==> src/design/des_pkg.sv <==
// Package for the DES block cipher: permutation tables, S-boxes and
// helper functions for the key schedule and the Feistel rounds.
// No dependencies; imported by all DES modules.
`default_nettype none

package des_pkg;

	localparam int NumRounds  = 16;
	localparam int BlockWidth = 64;
	localparam int HalfWidth  = 32;
	localparam int KeyWidth   = 64;
	localparam int SubkeyWidth = 48;
	localparam int CdWidth    = 28;

	localparam logic [3:0] KeyAddr = 4'h0;

	localparam logic [6:0] IpTab [64] = '{
		7'd58, 7'd50, 7'd42, 7'd34, 7'd26, 7'd18, 7'd10, 7'd2,
		7'd60, 7'd52, 7'd44, 7'd36, 7'd28, 7'd20, 7'd12, 7'd4,
		7'd62, 7'd54, 7'd46, 7'd38, 7'd30, 7'd22, 7'd14, 7'd6,
		7'd64, 7'd56, 7'd48, 7'd40, 7'd32, 7'd24, 7'd16, 7'd8,
		7'd57, 7'd49, 7'd41, 7'd33, 7'd25, 7'd17, 7'd9,  7'd1,
		7'd59, 7'd51, 7'd43, 7'd35, 7'd27, 7'd19, 7'd11, 7'd3,
		7'd61, 7'd53, 7'd45, 7'd37, 7'd29, 7'd21, 7'd13, 7'd5,
		7'd63, 7'd55, 7'd47, 7'd39, 7'd31, 7'd23, 7'd15, 7'd7
	};

	localparam logic [6:0] FpTab [64] = '{
		7'd40, 7'd8, 7'd48, 7'd16, 7'd56, 7'd24, 7'd64, 7'd32,
		7'd39, 7'd7, 7'd47, 7'd15, 7'd55, 7'd23, 7'd63, 7'd31,
		7'd38, 7'd6, 7'd46, 7'd14, 7'd54, 7'd22, 7'd62, 7'd30,
		7'd37, 7'd5, 7'd45, 7'd13, 7'd53, 7'd21, 7'd61, 7'd29,
		7'd36, 7'd4, 7'd44, 7'd12, 7'd52, 7'd20, 7'd60, 7'd28,
		7'd35, 7'd3, 7'd43, 7'd11, 7'd51, 7'd19, 7'd59, 7'd27,
		7'd34, 7'd2, 7'd42, 7'd10, 7'd50, 7'd18, 7'd58, 7'd26,
		7'd33, 7'd1, 7'd41, 7'd9,  7'd49, 7'd17, 7'd57, 7'd25
	};

	localparam logic [5:0] ETab [48] = '{
		6'd32, 6'd1,  6'd2,  6'd3,  6'd4,  6'd5,
		6'd4,  6'd5,  6'd6,  6'd7,  6'd8,  6'd9,
		6'd8,  6'd9,  6'd10, 6'd11, 6'd12, 6'd13,
		6'd12, 6'd13, 6'd14, 6'd15, 6'd16, 6'd17,
		6'd16, 6'd17, 6'd18, 6'd19, 6'd20, 6'd21,
		6'd20, 6'd21, 6'd22, 6'd23, 6'd24, 6'd25,
		6'd24, 6'd25, 6'd26, 6'd27, 6'd28, 6'd29,
		6'd28, 6'd29, 6'd30, 6'd31, 6'd32, 6'd1
	};

	localparam logic [5:0] PTab [32] = '{
		6'd16, 6'd7,  6'd20, 6'd21, 6'd29, 6'd12, 6'd28, 6'd17,
		6'd1,  6'd15, 6'd23, 6'd26, 6'd5,  6'd18, 6'd31, 6'd10,
		6'd2,  6'd8,  6'd24, 6'd14, 6'd32, 6'd27, 6'd3,  6'd9,
		6'd19, 6'd13, 6'd30, 6'd6,  6'd22, 6'd11, 6'd4,  6'd25
	};

	localparam logic [6:0] Pc1Tab [56] = '{
		7'd57, 7'd49, 7'd41, 7'd33, 7'd25, 7'd17, 7'd9,
		7'd1,  7'd58, 7'd50, 7'd42, 7'd34, 7'd26, 7'd18,
		7'd10, 7'd2,  7'd59, 7'd51, 7'd43, 7'd35, 7'd27,
		7'd19, 7'd11, 7'd3,  7'd60, 7'd52, 7'd44, 7'd36,
		7'd63, 7'd55, 7'd47, 7'd39, 7'd31, 7'd23, 7'd15,
		7'd7,  7'd62, 7'd54, 7'd46, 7'd38, 7'd30, 7'd22,
		7'd14, 7'd6,  7'd61, 7'd53, 7'd45, 7'd37, 7'd29,
		7'd21, 7'd13, 7'd5,  7'd28, 7'd20, 7'd12, 7'd4
	};

	localparam logic [5:0] Pc2Tab [48] = '{
		6'd14, 6'd17, 6'd11, 6'd24, 6'd1,  6'd5,
		6'd3,  6'd28, 6'd15, 6'd6,  6'd21, 6'd10,
		6'd23, 6'd19, 6'd12, 6'd4,  6'd26, 6'd8,
		6'd16, 6'd7,  6'd27, 6'd20, 6'd13, 6'd2,
		6'd41, 6'd52, 6'd31, 6'd37, 6'd47, 6'd55,
		6'd30, 6'd40, 6'd51, 6'd45, 6'd33, 6'd48,
		6'd44, 6'd49, 6'd39, 6'd56, 6'd34, 6'd53,
		6'd46, 6'd42, 6'd50, 6'd36, 6'd29, 6'd32
	};

	// total left rotation of C and D after each round
	localparam logic [4:0] RotSumTab [16] = '{
		5'd1,  5'd2,  5'd4,  5'd6,  5'd8,  5'd10, 5'd12, 5'd14,
		5'd15, 5'd17, 5'd19, 5'd21, 5'd23, 5'd25, 5'd27, 5'd28
	};

	localparam logic [3:0] SboxTab [8][64] = '{
		'{4'd14,4'd4,4'd13,4'd1,4'd2,4'd15,4'd11,4'd8,4'd3,4'd10,4'd6,4'd12,4'd5,4'd9,4'd0,4'd7,
		  4'd0,4'd15,4'd7,4'd4,4'd14,4'd2,4'd13,4'd1,4'd10,4'd6,4'd12,4'd11,4'd9,4'd5,4'd3,4'd8,
		  4'd4,4'd1,4'd14,4'd8,4'd13,4'd6,4'd2,4'd11,4'd15,4'd12,4'd9,4'd7,4'd3,4'd10,4'd5,4'd0,
		  4'd15,4'd12,4'd8,4'd2,4'd4,4'd9,4'd1,4'd7,4'd5,4'd11,4'd3,4'd14,4'd10,4'd0,4'd6,4'd13},
		'{4'd15,4'd1,4'd8,4'd14,4'd6,4'd11,4'd3,4'd4,4'd9,4'd7,4'd2,4'd13,4'd12,4'd0,4'd5,4'd10,
		  4'd3,4'd13,4'd4,4'd7,4'd15,4'd2,4'd8,4'd14,4'd12,4'd0,4'd1,4'd10,4'd6,4'd9,4'd11,4'd5,
		  4'd0,4'd14,4'd7,4'd11,4'd10,4'd4,4'd13,4'd1,4'd5,4'd8,4'd12,4'd6,4'd9,4'd3,4'd2,4'd15,
		  4'd13,4'd8,4'd10,4'd1,4'd3,4'd15,4'd4,4'd2,4'd11,4'd6,4'd7,4'd12,4'd0,4'd5,4'd14,4'd9},
		'{4'd10,4'd0,4'd9,4'd14,4'd6,4'd3,4'd15,4'd5,4'd1,4'd13,4'd12,4'd7,4'd11,4'd4,4'd2,4'd8,
		  4'd13,4'd7,4'd0,4'd9,4'd3,4'd4,4'd6,4'd10,4'd2,4'd8,4'd5,4'd14,4'd12,4'd11,4'd15,4'd1,
		  4'd13,4'd6,4'd4,4'd9,4'd8,4'd15,4'd3,4'd0,4'd11,4'd1,4'd2,4'd12,4'd5,4'd10,4'd14,4'd7,
		  4'd1,4'd10,4'd13,4'd0,4'd6,4'd9,4'd8,4'd7,4'd4,4'd15,4'd14,4'd3,4'd11,4'd5,4'd2,4'd12},
		'{4'd7,4'd13,4'd14,4'd3,4'd0,4'd6,4'd9,4'd10,4'd1,4'd2,4'd8,4'd5,4'd11,4'd12,4'd4,4'd15,
		  4'd13,4'd8,4'd11,4'd5,4'd6,4'd15,4'd0,4'd3,4'd4,4'd7,4'd2,4'd12,4'd1,4'd10,4'd14,4'd9,
		  4'd10,4'd6,4'd9,4'd0,4'd12,4'd11,4'd7,4'd13,4'd15,4'd1,4'd3,4'd14,4'd5,4'd2,4'd8,4'd4,
		  4'd3,4'd15,4'd0,4'd6,4'd10,4'd1,4'd13,4'd8,4'd9,4'd4,4'd5,4'd11,4'd12,4'd7,4'd2,4'd14},
		'{4'd2,4'd12,4'd4,4'd1,4'd7,4'd10,4'd11,4'd6,4'd8,4'd5,4'd3,4'd15,4'd13,4'd0,4'd14,4'd9,
		  4'd14,4'd11,4'd2,4'd12,4'd4,4'd7,4'd13,4'd1,4'd5,4'd0,4'd15,4'd10,4'd3,4'd9,4'd8,4'd6,
		  4'd4,4'd2,4'd1,4'd11,4'd10,4'd13,4'd7,4'd8,4'd15,4'd9,4'd12,4'd5,4'd6,4'd3,4'd0,4'd14,
		  4'd11,4'd8,4'd12,4'd7,4'd1,4'd14,4'd2,4'd13,4'd6,4'd15,4'd0,4'd9,4'd10,4'd4,4'd5,4'd3},
		'{4'd12,4'd1,4'd10,4'd15,4'd9,4'd2,4'd6,4'd8,4'd0,4'd13,4'd3,4'd4,4'd14,4'd7,4'd5,4'd11,
		  4'd10,4'd15,4'd4,4'd2,4'd7,4'd12,4'd9,4'd5,4'd6,4'd1,4'd13,4'd14,4'd0,4'd11,4'd3,4'd8,
		  4'd9,4'd14,4'd15,4'd5,4'd2,4'd8,4'd12,4'd3,4'd7,4'd0,4'd4,4'd10,4'd1,4'd13,4'd11,4'd6,
		  4'd4,4'd3,4'd2,4'd12,4'd9,4'd5,4'd15,4'd10,4'd11,4'd14,4'd1,4'd7,4'd6,4'd0,4'd8,4'd13},
		'{4'd4,4'd11,4'd2,4'd14,4'd15,4'd0,4'd8,4'd13,4'd3,4'd12,4'd9,4'd7,4'd5,4'd10,4'd6,4'd1,
		  4'd13,4'd0,4'd11,4'd7,4'd4,4'd9,4'd1,4'd10,4'd14,4'd3,4'd5,4'd12,4'd2,4'd15,4'd8,4'd6,
		  4'd1,4'd4,4'd11,4'd13,4'd12,4'd3,4'd7,4'd14,4'd10,4'd15,4'd6,4'd8,4'd0,4'd5,4'd9,4'd2,
		  4'd6,4'd11,4'd13,4'd8,4'd1,4'd4,4'd10,4'd7,4'd9,4'd5,4'd0,4'd15,4'd14,4'd2,4'd3,4'd12},
		'{4'd13,4'd2,4'd8,4'd4,4'd6,4'd15,4'd11,4'd1,4'd10,4'd9,4'd3,4'd14,4'd5,4'd0,4'd12,4'd7,
		  4'd1,4'd15,4'd13,4'd8,4'd10,4'd3,4'd7,4'd4,4'd12,4'd5,4'd6,4'd11,4'd0,4'd14,4'd9,4'd2,
		  4'd7,4'd11,4'd4,4'd1,4'd9,4'd12,4'd14,4'd2,4'd0,4'd6,4'd10,4'd13,4'd15,4'd3,4'd5,4'd8,
		  4'd2,4'd1,4'd14,4'd7,4'd4,4'd10,4'd8,4'd13,4'd15,4'd12,4'd9,4'd0,4'd3,4'd5,4'd6,4'd11}
	};

	// table entries count bit positions from 1 at the MSB
	function automatic logic [63:0] des_ip(input logic [63:0] v);
		logic [63:0] r;
		for (int i = 0; i < 64; i++) r[63 - i] = v[64 - int'(IpTab[i])];
		return r;
	endfunction

	function automatic logic [63:0] des_fp(input logic [63:0] v);
		logic [63:0] r;
		for (int i = 0; i < 64; i++) r[63 - i] = v[64 - int'(FpTab[i])];
		return r;
	endfunction

	function automatic logic [47:0] des_expand(input logic [31:0] v);
		logic [47:0] r;
		for (int i = 0; i < 48; i++) r[47 - i] = v[32 - int'(ETab[i])];
		return r;
	endfunction

	function automatic logic [31:0] des_pbox(input logic [31:0] v);
		logic [31:0] r;
		for (int i = 0; i < 32; i++) r[31 - i] = v[32 - int'(PTab[i])];
		return r;
	endfunction

	function automatic logic [55:0] des_pc1(input logic [63:0] v);
		logic [55:0] r;
		for (int i = 0; i < 56; i++) r[55 - i] = v[64 - int'(Pc1Tab[i])];
		return r;
	endfunction

	function automatic logic [47:0] des_pc2(input logic [55:0] v);
		logic [47:0] r;
		for (int i = 0; i < 48; i++) r[47 - i] = v[56 - int'(Pc2Tab[i])];
		return r;
	endfunction

	function automatic logic [27:0] des_rotl28(input logic [27:0] v, input int n);
		logic [55:0] vv;
		vv = {v, v};
		return vv[55 - n -: 28];
	endfunction

	// six input bits b5..b0: row {b5,b0}, column b4..b1
	function automatic logic [31:0] des_sboxes(input logic [47:0] x);
		logic [31:0] s;
		logic [5:0] six;
		for (int i = 0; i < 8; i++) begin
			six = x[47 - 6 * i -: 6];
			s[31 - 4 * i -: 4] = SboxTab[i][{six[5], six[0], six[4:1]}];
		end
		return s;
	endfunction

endpackage

`default_nettype wire

==> src/design/des_round.sv <==
// One DES Feistel round: expansion, subkey XOR, S-boxes and P permutation.
// Depends on des_pkg.
`default_nettype none

module des_round (
	input  wire logic [des_pkg::HalfWidth-1:0]   l_in,
	input  wire logic [des_pkg::HalfWidth-1:0]   r_in,
	input  wire logic [des_pkg::SubkeyWidth-1:0] subkey,
	output logic      [des_pkg::HalfWidth-1:0]   l_out,
	output logic      [des_pkg::HalfWidth-1:0]   r_out
);
	import des_pkg::*;

	logic [47:0] x;

	assign x     = des_expand(r_in) ^ subkey;
	assign l_out = r_in;
	assign r_out = l_in ^ des_pbox(des_sboxes(x));

endmodule

`default_nettype wire

==> config.mk <==
export PLATFORM = sky130hd
export DESIGN_NAME = des_round
export DESIGN_NICKNAME = d
export VERILOG_FILES = /design/src/design/des_pkg.sv /design/src/design/des_round.sv
export SDC_FILE = /design/constraint.sdc
export NUM_CORES = 1
export LEC_CHECK = 0
export ABC_AREA = 1
export BUFFER_PORTS_ARGS = -buffer_cell sky130_fd_sc_hd__buf_2
export CORE_UTILIZATION = 40
export DETAILED_ROUTE_END_ITERATION = 7
export MAX_ROUTING_LAYER = met4
export PLACE_DENSITY = 0.76
export SYNTH_ARGS = -nofsm -noshare
export SYNTH_HDL_FRONTEND = slang
export SYNTH_SLANG_ARGS = --single-unit
export TNS_END_PERCENT = 1
==> constraint.sdc <==
create_clock -name vclk -period 2.9
set_input_delay 0.29 -clock vclk [all_inputs]
set_output_delay 0.29 -clock vclk [all_outputs]
set_load 0.01 [all_outputs]
==> out/results.ini, run 1 <==
[drt]
detail_route.drc_violations=0
final_antenna_net_count=0
post_drt_wl_per_cell_um=10.8
routed_via_density=5.10
route.vias.total=8030
drt_pre_antenna_iters=5
drt_iter0_markers=869
wl_um=17000

[global_route]
grt_antenna_before_repair=0
global_route.usage.total_pct=21.2
global_route.overflow_total=0
grt_pass1_wl_um=28800
first_global_vias=6841
largest_net_degree_at_the_start_of_global_routing=20

[sta]
finalSetupViolations=0
max_freq_ghz=0.401
rsz0062_at_grt=false
hold_ws_ns=0.796
timing.slew.headroom_pct=26.0
layout_min_cycle_time_ns=2.49
finalHoldViolations=0
setup_tns_ns=0
period_share_pct=86.0
tightestPinTransition_ns=1.10
final_number_of_max_transition_violations=0

[logic_synthesis]
synth_top_family_by_area=simple AND/OR/NAND/NOR gates
synthMuxAreaShare_pct=0
synth.yosys.warnings=0
syn_nets=1428
synth_compound_gate_area_share_pct=1.75
synthesis.instances=1254
share_of_synthesized_cell_area_in_full_adder_half_adder_and_majority_cells_pct=12.6
synth_cell_type_count=23
synth_simple_gate_area_share_pct=64.6
synth_top_cell_by_area=nand2_1
synth-seq-area-share_pct=0
yosys.area_share.xor_xnor_pct=6.35
post-synth-top-area-fraction_pct=38.1
ys_top_cells_by_area=nand2_1 38%, nand3_1 23%, ha_1 13%, inv_1 8.2%, buf_4 4.5%
syn_area_um2=6150
syn-mean-instance-area_um2=4.90

[setup_path]
cp_cell_sequence=buf_2, inv_1, nand2_1, nand2_1, inv_1, ha_1, inv_1, nand2_1, nand2_1, nand2_1, nand3_1, nand2_1, nand2_1, nand2_1, nand2_1, nand2_1, buf_2
critical_path.max_fanout=9
critPathRequiredTime_ns=2.61
timing.critical_path.arrival_ns=2.20
endpoint_kind=primary output
cpMostUsedCell=nand2_1
critical_path_class=in -> out
critPathSlowestCell=ha_1
critPathLaunchType=primary input
worst_path_largest_cell_delay_ns=0.36
critPathBufInv=5
critPathTopFamily=simple AND/OR/NAND/NOR gates

[floorplanning]
pin_count=176
die_x_um=126
die_height_um=126
design.die.area_um2=15900
floorplan.initialDensity_pct=41.7
core_area_um2=14800
std_cell_rows=44

[power]
power_per_cell_area_nw_per_um2=244
power.leakage_uw=0.00447
power.ir.vdd_worst_uv=121

[outcome]
status=complete, no violations

[cts]
post-cts-setup-buffer-count=0
cts_resized=0
ctsHoldBuffers=0

[layout]
insertedDiodeCount=0
clock_buffers=0
fin_nets=1566
fraction_of_final_layout_cells_sized_beyond_drive_strength_1_pct=15.0
layout.filler_cells=1586
area_delta_synth_final_pct=14.1
design.seq.count=0
seqCellArea_um2=0

[placed_design]
detailed_place_hpwl_um=13800
port_buffers=176
gp_routability_congestion=0.999

[hold_path]
hold_start=r_in[17]
min_to=l_out[17]
worst_hold_path_type=in -> out
min_delay_path_depth=2

[flow_run]
number_of_max_capacitance_violations_reported=0

==> routing by layer <==
metal | share of wire (%) | wire length, µm | track usage [%]
met1 | 46 | 7860 | 27.2
met2 | 47 | 7980 | 37.3
met3 | 6.1 | 1030 | 0.765
met4 | 0.82 | 140 | 3.40
met5 | 0 | 0 | -
==> final cells by class <==
| type | instances | area (µm²) | area share (%) |
|---|---|---|---|
| Tap cell | 184 | 230 | 3.28 |
| Inverter | 137 | 514 | 7.33 |
| Timing Repair Buffer | 195 | 1020 | 14.6 |
| Multi-Input combinational cell | 1058 | 5250 | 74.8 |
==> through the flow <==
stage / utilization, % / total power (µW) / instances / setup slack [ns] / cell area [µm²]
after floorplan: - / 1240 / 1254 / 0.947 / 6150
after CTS: 47.5 / 1700 / 1574 / 0.444 / 7020
final: 47.5 / 1710 / 1574 / 0.405 / 7020
after global placement: 47.5 / 1680 / 1574 / 0.524 / 7020
after global routing: 47.5 / 1950 / 1574 / 0.183 / 7020
after detailed placement: 47.5 / 1690 / 1574 / 0.453 / 7020
==> power by group <==
part,leakage (µW),switching [µW],internal [µW]
clock network,0,0,0
logic,0.00447,1080,628
registers,0,0,0
==> cells in the mapped netlist, types with 2 or more instances <==
cell type  number
nand3b_1       17
ha_1           62
buf_4          37
xor2_1          5
inv_1         134
o211ai_1        2
nand3_1       286
clkinv_1        2
nor2_1          8
o21ai_0        13
a21oi_1         4
xnor2_1        21
buf_2          21
nand2_1       624
xor2_2          6
nand4_1         2
xnor2_2         4
==> kinds of logic (layout without fill, tap and decap cells) <==
logic type | count (synthesis) | count (layout)
AOI/OAI and AO/OA | 20 | 20
xor gates and xnor gates | 36 | 36
adders and majority gates | 62 | 62
buffers and inverters | 196 | 332
and+or+nand+nor | 940 | 940
==> worst max-delay path by stage <==
stage                     startpoint        end  slack [ns]  depth (start not counted)
after global placement       r_in[9]  r_out[21]        0.52                         17
after detailed placement     r_in[9]  r_out[21]        0.45                         17
after CTS                    r_in[9]  r_out[21]        0.44                         17
after floorplan              r_in[9]   r_out[3]        0.95                         15
final                        r_in[9]   r_out[3]        0.41                         17
after global routing      subkey[14]  r_out[21]        0.18                         17
==> cell usage in the layout, fill, tap and decap left out, types with 2 or more instances in the layout <==
cell type	synthesis	layout
a21oi_1	4	4
xnor2_2	4	4
o21ai_0	13	13
nand3b_1	17	17
nand3_1	286	286
o211ai_1	2	2
buf_4	37	19
inv_1	134	134
ha_1	62	62
nand4_1	2	2
nor2_1	8	8
clkinv_1	2	2
xor2_1	5	5
xnor2_1	21	21
nand2_1	624	624
buf_2	21	176
xor2_2	6	6
Power figures use the tool's default switching activity.
==> run 2, diff against run 1 <==
--- a/config.mk
+++ b/config.mk
@@ -5,12 +5,11 @@
 export SDC_FILE = /design/constraint.sdc
 export NUM_CORES = 1
 export LEC_CHECK = 0
-export ABC_AREA = 1
 export BUFFER_PORTS_ARGS = -buffer_cell sky130_fd_sc_hd__buf_2
 export CORE_UTILIZATION = 40
 export DETAILED_ROUTE_END_ITERATION = 7
 export MAX_ROUTING_LAYER = met4
-export PLACE_DENSITY = 0.76
+export PLACE_DENSITY = 0.77
 export SYNTH_ARGS = -nofsm -noshare
 export SYNTH_HDL_FRONTEND = slang
 export SYNTH_SLANG_ARGS = --single-unit
==> run 2 against run 1 <==
Effect of this change:
- worst setup slack worse by 0.22 ns
- critical path type unchanged
- die area is 8.6% lower
- cell area is 1.0% lower
- highest routed layer unchanged
- sequential cell count stayed put
- largest power group unchanged
- sequential share of layout area stayed put
- synthesized cell count is 41% lower
==> out/results.ini, run 2 <==
[cts]
post-cts-setup-buffer-count=0  ; unchanged
ctsHoldBuffers=0  ; unchanged
cts_resized=0  ; unchanged

[layout]
seqCellArea_um2=0  ; unchanged
clock_buffers=0  ; unchanged
design.seq.count=0  ; unchanged
fin_nets=1110  ; -29%
area_delta_synth_final_pct=23.7
most_used_cells_in_the_layout_excluding_fill_and_tap_cells=176 x buf_2, 82 x buf_4, 75 x nand2_1, 72 x xnor2_1, 62 x ha_1
final_common_cell=buf_2
fraction_of_final_layout_cells_sized_beyond_drive_strength_1_pct=31.4  ; +16 points
post_layout_nonfiller_instances=1111  ; -29%

[sta]
finalSetupViolations=0  ; unchanged
layout_min_cycle_time_ns=2.71  ; +0.216 ns
timing.final.ws_setup_ns=0.189  ; -0.216 ns
period_share_pct=93.5  ; +7.5 points
max_freq_ghz=0.369  ; -8.0%
tightestPinTransition_ns=0.769  ; -0.333 ns
rsz0062_at_grt=false
final_number_of_max_transition_violations=0  ; unchanged
finalHoldViolations=0  ; unchanged
timing.slew.headroom_pct=48.4  ; +22 points
setup_tns_ns=0  ; unchanged

[global_route]
largest_net_degree_at_the_start_of_global_routing=20  ; unchanged
grt_antenna_before_repair=1  ; +1
first_global_vias=5605  ; -18%
global_route.usage.total_pct=20.3  ; -0.89 points
global_route.overflow_total=0  ; unchanged
grt_pass1_wl_um=25000  ; -13%

[power]
report.power.total_uw=2220  ; +30%
clockPowerShare_pct=0  ; unchanged
comb_power_share_pct=100.0  ; about the same
net-switching-power_uw=1190  ; +10%
p_int_uw=1030  ; +64%
power_per_cell_area_nw_per_um2=320  ; +31%
power.ir.vdd_worst_uv=169  ; +40%
power_frac_seq_pct=0  ; unchanged
power_switching_share_pct=53.7  ; -9.6 points
power.leakage_uw=0.00316  ; -29%

[drt]
detail_route.drc_violations=0  ; unchanged
route.vias.total=6266  ; -22%
drt_pre_antenna_iters=5  ; unchanged
post_drt_wl_per_cell_um=13.5  ; +25%
routed_via_density=5.64  ; +11%
wl_um=15000  ; -12%
final_antenna_net_count=0  ; unchanged
drt_iter0_markers=554  ; -36%

[setup_path]
critical_path.max_fanout=6  ; -3
timing.critical_path.arrival_ns=2.42  ; +0.22 ns
critical_path_class=in -> out
endpoint_kind=primary output
critPathLaunchType=primary input
critPathRequiredTime_ns=2.61  ; about the same

[logic_synthesis]
synth.yosys.warnings=0  ; unchanged
post-synth-top-area-fraction_pct=13.8  ; -24 points
most_numerous_cell_in_the_yosys_netlist=nand2_1
synth-seq-area-share_pct=0  ; unchanged
syn_area_um2=5610  ; -8.7%
syn-mean-instance-area_um2=7.55  ; +54%
synth_cell_type_count=55  ; +140%
synth_top_cell_by_area=ha_1
ys_top_cells_by_area=ha_1 14%, xnor2_1 11%, mux4_2 9.6%, xor2_1 8.0%, mux2i_1 6.4%
synth_common_cells=75 x nand2_1, 72 x xnor2_1, 62 x ha_1, 51 x xor2_1, 48 x nor2_1
synthesis.instances=744  ; -41%
syn_nets=918  ; -36%

[floorplanning]
die_x_um=120  ; -4.4%
std_cell_rows=42  ; -4.5%
design.die.area_um2=14500  ; -8.6%
floorplan.initialDensity_pct=41.7  ; +0.059 points
die_height_um=120  ; -4.4%
pin_count=176  ; unchanged
core_area_um2=13500  ; -8.8%

[placed_design]
detailed_place_hpwl_um=12000  ; -13%
place_worst_setup_slack_ns=0.218  ; -0.235 ns
gp_routability_congestion=0.933  ; -6.6%
port_buffers=176  ; unchanged
dp.cells=1110  ; -29%

[outcome]
status=complete, no violations

[hold_path]
worst_hold_path_type=in -> out

[flow_run]
number_of_max_capacitance_violations_reported=0  ; unchanged

## run 2: layout make-up
cell class / count / area [µm²]
fill: 1307 / 6510
multi-input combinational: 637 / 5080
timing repair buffer: 258 / 1500
tap: 176 / 220
inverter: 39 / 146
antenna: 1 / 2.50
## run 2: worst paths after layout
kind                       start  endpoint  slack (ns)  cells after the start
worst min-delay path     r_in[5]  l_out[5]        0.79                      2
worst max-delay path  subkey[14]  r_out[3]        0.19                      8
## run 2: logic make-up after synthesis
family          count (synthesis)  synth area share, %
xor+xnor                      130                 21.2
buf+inv                       107                 9.54
compound gates                204                 24.7
simple gates                  177                 13.4
mux                            64                 17.4
fa+ha+maj                      62                 13.8
## run 2: per-stage QoR
| step | cell area (µm²) | util, % | hold WS [ns] |
|---|---|---|---|
| 3_5_place_dp | 6940 | 51.6 | 0.790 |
| 2_1_floorplan | 5610 | - | 0.660 |
| 3_3_place_gp | 6940 | 51.6 | 0.788 |
| 5_1_grt | 6940 | 51.6 | 0.794 |
| 4_1_cts | 6940 | 51.6 | 0.790 |
| 6_report | 6940 | 51.6 | 0.789 |
## run 2: power by group through the flow
stage / Clock [µW] / Combinational (µW) / Sequential [µW]
after floorplan: 0 / 1510 / 0
after global routing: 0.0000461 / 2450 / 0
after CTS: 0 / 2210 / 0
after detailed placement: 0 / 2210 / 0
after global placement: 0 / 2170 / 0
final: 0.0000461 / 2220 / 0
## run 2: routing by layer
metal  vias to the layer above  global-route usage, %  wire, µm  share of wire (%)
li1                       3085                      -         -                  -
met1                      2914                   25.8      6620                 44
met2                       251                   36.1      7340                 49
met3                        16                   1.27       813                5.4
met4                         0                   2.85       190                1.3
met5                         -                      -         0                  0
## run 2: critical path, cell delays in order
cell and delay (ns):
buf_2 0.10, xor2_1 0.41, ha_1 0.40, mux4_2 0.48, a221oi_1 0.35, a31oi_1 0.09
xnor2_1 0.16, buf_2 0.14
